**src/hdl/cbmp_pkg.sv**
```systemverilog
`timescale 1ns / 1ps
// ----------------------------------------------------------------------------
// cbmp_pkg
// Shared types and constants for the cluster beacon message parser.
// ----------------------------------------------------------------------------
package cbmp_pkg;

  localparam int unsigned FIXED_OCTETS       = 4;
  localparam int unsigned SCALING_NARROW_MAX = 4;
  localparam int unsigned POS_W              = 4;
  localparam int unsigned SCALING_W          = 4;

  typedef struct packed {
    logic [7:0]  frame_number;
    logic [4:0]  flag_bits;
    logic [3:0]  max_tx_power_code;
    logic [15:0] beacon_offset;
    logic [12:0] cluster_channel;
    logic [31:0] next_beacon_time;
    logic [3:0]  network_period_code;
    logic [3:0]  cluster_period_code;
    logic [3:0]  trigger_count_code;
    logic [1:0]  relative_quality_code;
    logic [1:0]  minimum_quality_code;
    logic [3:0]  message_length;
  } cbmp_result_t;

endpackage

```
**src/hdl/cluster_beacon_message_parser_top.sv**
```systemverilog
`timescale 1ns / 1ps
// ----------------------------------------------------------------------------
// cluster_beacon_message_parser_top
// Result beat is registered; it is valid in the cycle after the last message byte is taken.
// Throughput: one byte per cycle; input stalls only while a result waits
// under output stall.
// Reset (rst, synchronous): parser idle, scaling 0, output empty.
// Cluster beacon message parser: byte stream in, decoded field set out.
// ----------------------------------------------------------------------------
module cluster_beacon_message_parser_top (
  input  logic                             clk,
  input  logic                             rst,
  input  logic                             cfg_valid,
  output logic                             cfg_ready,
  input  logic [cbmp_pkg::SCALING_W-1:0]   subcarrier_scaling,
  input  logic                             in_valid,
  output logic                             in_stall,
  input  logic [7:0]                       data_byte,
  input  logic                             start_of_message,
  output logic                             out_valid,
  input  logic                             out_stall,
  output logic [7:0]                       frame_number,
  output logic [4:0]                       flag_bits,
  output logic [3:0]                       max_tx_power_code,
  output logic [15:0]                      beacon_offset,
  output logic [12:0]                      cluster_channel,
  output logic [31:0]                      next_beacon_time,
  output logic [3:0]                       network_period_code,
  output logic [3:0]                       cluster_period_code,
  output logic [3:0]                       trigger_count_code,
  output logic [1:0]                       relative_quality_code,
  output logic [1:0]                       minimum_quality_code,
  output logic [3:0]                       message_length
);
  import cbmp_pkg::*;

  logic [SCALING_W-1:0] scaling;
  logic                 beat;
  logic                 done;
  cbmp_result_t         result_new;
  cbmp_result_t         result_q;

  assign cfg_ready = 1'b1;
  assign in_stall  = out_valid && out_stall;
  assign beat      = in_valid && !in_stall;

  always_ff @(posedge clk) begin
    if (rst) begin
      scaling <= '0;
    end else if (cfg_valid && cfg_ready) begin
      scaling <= subcarrier_scaling;
    end
  end

  cbmp_parser u_parser (
    .clk              (clk),
    .rst              (rst),
    .beat             (beat),
    .data_byte        (data_byte),
    .start_of_message (start_of_message),
    .scaling          (scaling),
    .done             (done),
    .result           (result_new)
  );

  cbmp_result_reg u_result_reg (
    .clk        (clk),
    .rst        (rst),
    .load       (done),
    .result_in  (result_new),
    .out_stall  (out_stall),
    .out_valid  (out_valid),
    .result_out (result_q)
  );

  assign frame_number          = result_q.frame_number;
  assign flag_bits             = result_q.flag_bits;
  assign max_tx_power_code     = result_q.max_tx_power_code;
  assign beacon_offset         = result_q.beacon_offset;
  assign cluster_channel       = result_q.cluster_channel;
  assign next_beacon_time      = result_q.next_beacon_time;
  assign network_period_code   = result_q.network_period_code;
  assign cluster_period_code   = result_q.cluster_period_code;
  assign trigger_count_code    = result_q.trigger_count_code;
  assign relative_quality_code = result_q.relative_quality_code;
  assign minimum_quality_code  = result_q.minimum_quality_code;
  assign message_length        = result_q.message_length;

endmodule

```
**src/hdl/cbmp_parser.sv**
```systemverilog
`timescale 1ns / 1ps
// ----------------------------------------------------------------------------
// cbmp_parser
// Byte position tracking and field capture; flags a finished message.
// ----------------------------------------------------------------------------
module cbmp_parser (
  input  logic                                clk,
  input  logic                                rst,
  input  logic                                beat,
  input  logic [7:0]                          data_byte,
  input  logic                                start_of_message,
  input  logic [cbmp_pkg::SCALING_W-1:0]      scaling,
  output logic                                done,
  output cbmp_pkg::cbmp_result_t              result
);
  import cbmp_pkg::*;

  logic [POS_W-1:0] byte_position, byte_position_next;
  logic             in_message, in_message_next;
  logic [3:0]       expected_length, expected_length_next;
  logic             fo_wide, fo_wide_next;
  logic [7:0]       frame_number_reg, frame_number_next;
  logic [4:0]       flag_reg, flag_next;
  logic [7:0]       period_octet, period_next;
  logic [7:0]       quality_octet, quality_next;
  logic [3:0]       power_code_reg, power_next;
  logic [15:0]      offset_reg, offset_next;
  logic [12:0]      channel_reg, channel_next;
  logic [31:0]      time_reg, time_next;

  logic             active;
  logic [POS_W-1:0] pos;
  logic [4:0]       pos_ext, pos_inc;
  logic [4:0]       off_fo, off_nc, off_tn, fo_size;
  logic             tx, fo, nc, tn;

  always_comb begin
    active = beat && (start_of_message || in_message);
    pos    = start_of_message ? '0 : byte_position;

    // start: drop any partial message and clear fields
    expected_length_next = start_of_message ? 4'(FIXED_OCTETS) : expected_length;
    fo_wide_next         = start_of_message ? 1'b0 : fo_wide;
    frame_number_next    = start_of_message ? '0 : frame_number_reg;
    flag_next            = start_of_message ? '0 : flag_reg;
    period_next          = start_of_message ? '0 : period_octet;
    quality_next         = start_of_message ? '0 : quality_octet;
    power_next           = start_of_message ? '0 : power_code_reg;
    offset_next          = start_of_message ? '0 : offset_reg;
    channel_next         = start_of_message ? '0 : channel_reg;
    time_next            = start_of_message ? '0 : time_reg;

    tx      = flag_next[4];
    fo      = flag_next[2];
    nc      = flag_next[1];
    tn      = flag_next[0];
    fo_size = fo_wide_next ? 5'd2 : 5'd1;
    off_fo  = 5'(FIXED_OCTETS) + {4'd0, tx};
    off_nc  = off_fo + (fo ? fo_size : 5'd0);
    off_tn  = off_nc + (nc ? 5'd2 : 5'd0);
    pos_ext = {1'b0, pos};
    pos_inc = pos_ext + 5'd1;

    case (pos)
      4'd0: frame_number_next = data_byte;
      4'd1: begin
        flag_next    = data_byte[4:0];
        fo_wide_next = (scaling > SCALING_W'(SCALING_NARROW_MAX));
        expected_length_next = 4'(FIXED_OCTETS) + {3'd0, data_byte[4]}
          + (data_byte[2] ? (fo_wide_next ? 4'd2 : 4'd1) : 4'd0)
          + (data_byte[1] ? 4'd2 : 4'd0)
          + (data_byte[0] ? 4'd4 : 4'd0);
      end
      4'd2: period_next  = data_byte;
      4'd3: quality_next = data_byte;
      default: begin
        if (tx && pos_ext == 5'(FIXED_OCTETS)) begin
          power_next = data_byte[3:0];
        end else if (fo && pos_ext >= off_fo && pos_ext < off_fo + fo_size) begin
          offset_next = {offset_next[7:0], data_byte};
        end else if (nc && pos_ext == off_nc) begin
          channel_next = {data_byte[4:0], 8'd0};
        end else if (nc && pos_ext == off_nc + 5'd1) begin
          channel_next = {channel_next[12:8], data_byte};
        end else if (tn && pos_ext >= off_tn && pos_ext < off_tn + 5'd4) begin
          time_next = {time_next[23:0], data_byte};
        end
      end
    endcase

    done = active && (pos_inc >= 5'(FIXED_OCTETS))
           && (pos_inc >= {1'b0, expected_length_next});

    byte_position_next = pos_inc[POS_W-1:0];
    in_message_next    = !done;

    result.frame_number          = frame_number_next;
    result.flag_bits             = flag_next;
    result.max_tx_power_code     = power_next;
    result.beacon_offset         = offset_next;
    result.cluster_channel       = channel_next;
    result.next_beacon_time      = time_next;
    result.network_period_code   = period_next[7:4];
    result.cluster_period_code   = period_next[3:0];
    result.trigger_count_code    = quality_next[7:4];
    result.relative_quality_code = quality_next[3:2];
    result.minimum_quality_code  = quality_next[1:0];
    result.message_length        = expected_length_next;
  end

  always_ff @(posedge clk) begin
    if (rst) begin
      byte_position   <= '0;
      in_message      <= 1'b0;
      expected_length <= 4'(FIXED_OCTETS);
    end else if (active) begin
      byte_position   <= byte_position_next;
      in_message      <= in_message_next;
      expected_length <= expected_length_next;
    end
  end

  always_ff @(posedge clk) begin
    if (active) begin
      fo_wide          <= fo_wide_next;
      frame_number_reg <= frame_number_next;
      flag_reg         <= flag_next;
      period_octet     <= period_next;
      quality_octet    <= quality_next;
      power_code_reg   <= power_next;
      offset_reg       <= offset_next;
      channel_reg      <= channel_next;
      time_reg         <= time_next;
    end
  end

endmodule

```
**src/hdl/cbmp_result_reg.sv**
```systemverilog
`timescale 1ns / 1ps
// ----------------------------------------------------------------------------
// cbmp_result_reg
// Output register holding one finished result beat until it is taken.
// ----------------------------------------------------------------------------
module cbmp_result_reg (
  input  logic                   clk,
  input  logic                   rst,
  input  logic                   load,
  input  cbmp_pkg::cbmp_result_t result_in,
  input  logic                   out_stall,
  output logic                   out_valid,
  output cbmp_pkg::cbmp_result_t result_out
);
  import cbmp_pkg::*;

  always_ff @(posedge clk) begin
    if (rst) begin
      out_valid <= 1'b0;
    end else if (load) begin
      out_valid <= 1'b1;
    end else if (!out_stall) begin
      out_valid <= 1'b0;
    end
  end

  always_ff @(posedge clk) begin
    if (load) begin
      result_out <= result_in;
    end
  end

endmodule
```
**config.mk**
```make
export PLATFORM = sky130hd
export DESIGN_NAME = cluster_beacon_message_parser_top
export DESIGN_NICKNAME = d
export VERILOG_FILES = /design/src/hdl/cbmp_pkg.sv /design/src/hdl/cluster_beacon_message_parser_top.sv /design/src/hdl/cbmp_parser.sv /design/src/hdl/cbmp_result_reg.sv
export SDC_FILE = /design/constraint.sdc
export NUM_CORES = 1
export LEC_CHECK = 0
export BUFFER_PORTS_ARGS = -buffer_cell sky130_fd_sc_hd__clkbuf_2
export CORE_ASPECT_RATIO = 1.25
export CORE_MARGIN = 4
export CORE_UTILIZATION = 38
export CTS_CLUSTER_DIAMETER = 60
export DETAILED_ROUTE_END_ITERATION = 12
export PLACE_DENSITY = 0.57
export SYNTH_ARGS = -nofsm -noshare
export SYNTH_HDL_FRONTEND = slang
export SYNTH_SLANG_ARGS = --single-unit
```
**constraint.sdc**
```tcl
create_clock -name clk -period 22.2 [get_ports clk]
set_clock_uncertainty 0.1 [all_clocks]
set_input_delay 1.11 -clock clk [delete_from_list [all_inputs] [get_ports clk]]
set_output_delay 1.11 -clock clk [all_outputs]
set_load 0.05 [all_outputs]
```
==> impl_metrics.json <==
{
  "status": "finished, final reports clean",
  "leakage_nw": 4.100,
  "period_share": 0.2223,
  "ctsResizeCount": 0,
  "worst_setup_path_start_kind": "input pin",
  "drive_gt1_frac": 0.2114,
  "hold_violations": 0,
  "grt_pass1_wl_microns": 28720,
  "worstPathRequired_ns": 22.21,
  "synthesis.area_sq_um": 8489,
  "grt_max_degree": 79,
  "drc": 0,
  "synthTopCellsByArea": "edfxtp_1 (68%), mux2i_1 (5.5%), nand2_1 (4.2%), dfxtp_1 (3.3%), ha_1 (3.2%)",
  "yosysTopAreaCellShare": 0.6827,
  "dp_hpwl_microns": 12400,
  "critPathMaxStageDelay_ns": 0.67,
  "slowest_stage": "buf_4",
  "globalplace.congestion": 0.8542,
  "cts_tree": "yes",
  "ys_warn_count": 0,
  "finalMaxSlewViolations": 0,
  "ys_seq_area_frac": 0.7157,
  "period_minus_slack_ns": 4.936,
  "maxCapViolCount": 0,
  "core_sq_um": 21770,
  "synthDistinctLibCells": 44,
  "setup_viol": 0,
  "io_buffers": 117,
  "async_flop_share": 0,
  "clk_pin_slew_ns": 0.07,
  "vias": 5142,
  "drtIter0Drc": 302,
  "h-tree-depth": 1,
  "rows": 60,
  "synth_edf_count": 193,
  "clock_sinks": 207,
  "netlist_instances": 609,
  "grt_overflow_total": 0,
  "cts_buffer_depth": 3,
  "areaGrowthSynthToFinish_pct": 17.44,
  "path_cells": "clkbuf_2, inv_2, buf_4, nand2_1, ha_1, and2_1, nand2_1, o21ai_0, ha_1, nand2b_1, a21oi_1, nor2b_1, o21ai_0, a211oi_4, buf_4",
  "fin_nets": 767,
  "fmax_mhz": 202.6,
  "grtUsageTotal": 0.1454,
  "antenna_cells": 0,
  "rsz0062_at_grt": "false",
  "relSlewSlack": 0.3067,
  "crit_arrival_ns": 4.95,
  "crit_type": "input pin to flop",
  "ctsRootBufferMaster": "clkbuf_16",
  "tightest_slew_ns": 1.037,
  "start_util": 0.3899,
  "mostFrequentLayoutCells": "edfxtp_1 (193), clkbuf_2 (117), nand2_1 (96), mux2i_1 (47), nand3_1 (41)",
  "syn_nets": 652,
  "wl_per_cell_microns": 18.34,
  "synth_seq_cells": 207,
  "largest_reg_flops": 98,
  "cp-end-kind": "flop",
  "ios": 119,
  "insertion_delay_ns": 0.49,
  "die_w_microns": 141.7,
  "grt_pass1_vias": 5139,
  "dr.pass1.iters": 5,
  "critPathMaxFanout": 78,
  "dieArea_sq_um": 24810,
  "powerDensity_nw_per_um2": 81.66,
  "synth.avg_cell_area_sq_um": 13.94,
  "cts_hold_buf": 0,
  "cts_buffers": 20,
  "routed_via_density": 5.056,
  "yosysTopAreaCell": "edfxtp_1",
  "ys.flop_type": "edfxtp_1",
  "hold_class": "flop to flop",
  "postRouteAntennaNets": 0,
  "antenna_found_initial": 0,
  "final_common_cell": "edfxtp_1",
  "tns_ns": 0,
  "holdWs_ns": 0.3652,
  "drt-total-wl_microns": 18650,
  "vdd_drop_max_mv": 0.05312,
  "post-cts-setup-buffers": 0,
  "die_height_microns": 175.1
}
==> cell usage after synthesis (all sizes together), types with 2 or more instances <==
cell      n
nand3    41
a21oi     7
or3       2
nor3      5
nand2    96
and3b     2
edfxtp  193
fa        3
nor2     27
dfxtp    14
a211o     2
nor2b    10
xor2      4
clkbuf   21
a31oi     6
a211oi    6
buf       9
nand2b    5
mux2      2
o21ai    32
mux2i    47
o21a      2
inv      24
a22o      8
nor3b     2
and2      5
ha       22
==> logic make-up (layout without fill, tap and decap cells) <==
logic type      count (synthesis)  count (layout)  synth area share
flops                         207             207            0.7157
buf+inv                        55             184           0.02579
xor+xnor                        5               5          0.005158
fa+ha+maj                      25              25           0.03950
simple gates                  199             199            0.1046
mux                            49              49           0.05807
compound gates                 68              68           0.05070
other cells                     1               1         0.0004417
==> stage by stage <==
| stage | power [mW] | util | area (sq um) | setup slack [ns] | std cells |
|---|---|---|---|---|---|
| 3_3_place_gp | 0.5048 | 0.4299 | 9359 | 16.92 | 981 |
| 6_report | 0.8141 | 0.4579 | 9970 | 17.26 | 1017 |
| 5_1_grt | 0.8472 | 0.4579 | 9970 | 16.95 | 1017 |
| 4_1_cts | 0.8242 | 0.4579 | 9970 | 17.29 | 1017 |
| 3_5_place_dp | 0.5067 | 0.4299 | 9359 | 16.81 | 981 |
| 2_1_floorplan | 0.4904 | - | 8489 | 11.09 | 609 |
==> cell type report <==
| cell class | instances | area, sq um |
|---|---|---|
| inverter | 25 | 96.34 |
| fill | 1967 | 11800 |
| tap | 279 | 349.1 |
| timing repair buffer | 123 | 630.6 |
| clock inverter | 13 | 98.84 |
| sequential | 207 | 6076 |
| multi-input combinational | 347 | 2207 |
| clock buffer | 23 | 511.7 |
==> per-layer routing <==
| layer | routed length, microns | vias up | global-route usage |
|---|---|---|---|
| met5 | 0 | - | 0 |
| met4 | 495 | 0 | 0.04560 |
| met3 | 1033 | 35 | 0.02628 |
| met2 | 8947 | 146 | 0.2375 |
| met1 | 8172 | 2508 | 0.1975 |
| li1 | - | 2453 | - |
==> final timing paths <==
path / slack, ns / end / from / cells after the start
setup / recovery: 17.26 / u_result_reg.result_out[39] / start_of_message / 15
hold / removal: 0.37 / u_parser.expected_length[0] / u_parser.expected_length[0] / 2
setup reg to reg: 18.41 / u_result_reg.result_out[39] / u_parser.byte_position[0] / 11
hold reg to reg: 0.37 / u_parser.expected_length[0] / u_parser.expected_length[0] / 2
==> report_power, final <==
| group | internal [mW] | switching [mW] |
|---|---|---|
| logic | 0.0149 | 0.0358 |
| registers | 0.443 | 0.00452 |
| clock network | 0.178 | 0.138 |
==> worst max-delay path: cells and delay by family <==
family	cells	cell delay (ns)
buffers and inverters	4	1.74
adder cells (fa/ha/maj)	2	0.60
AND/OR/NAND/NOR	5	0.72
AO/OA/AOI/OAI	4	0.56
Note: power is estimated with default switching activity, not from simulation.
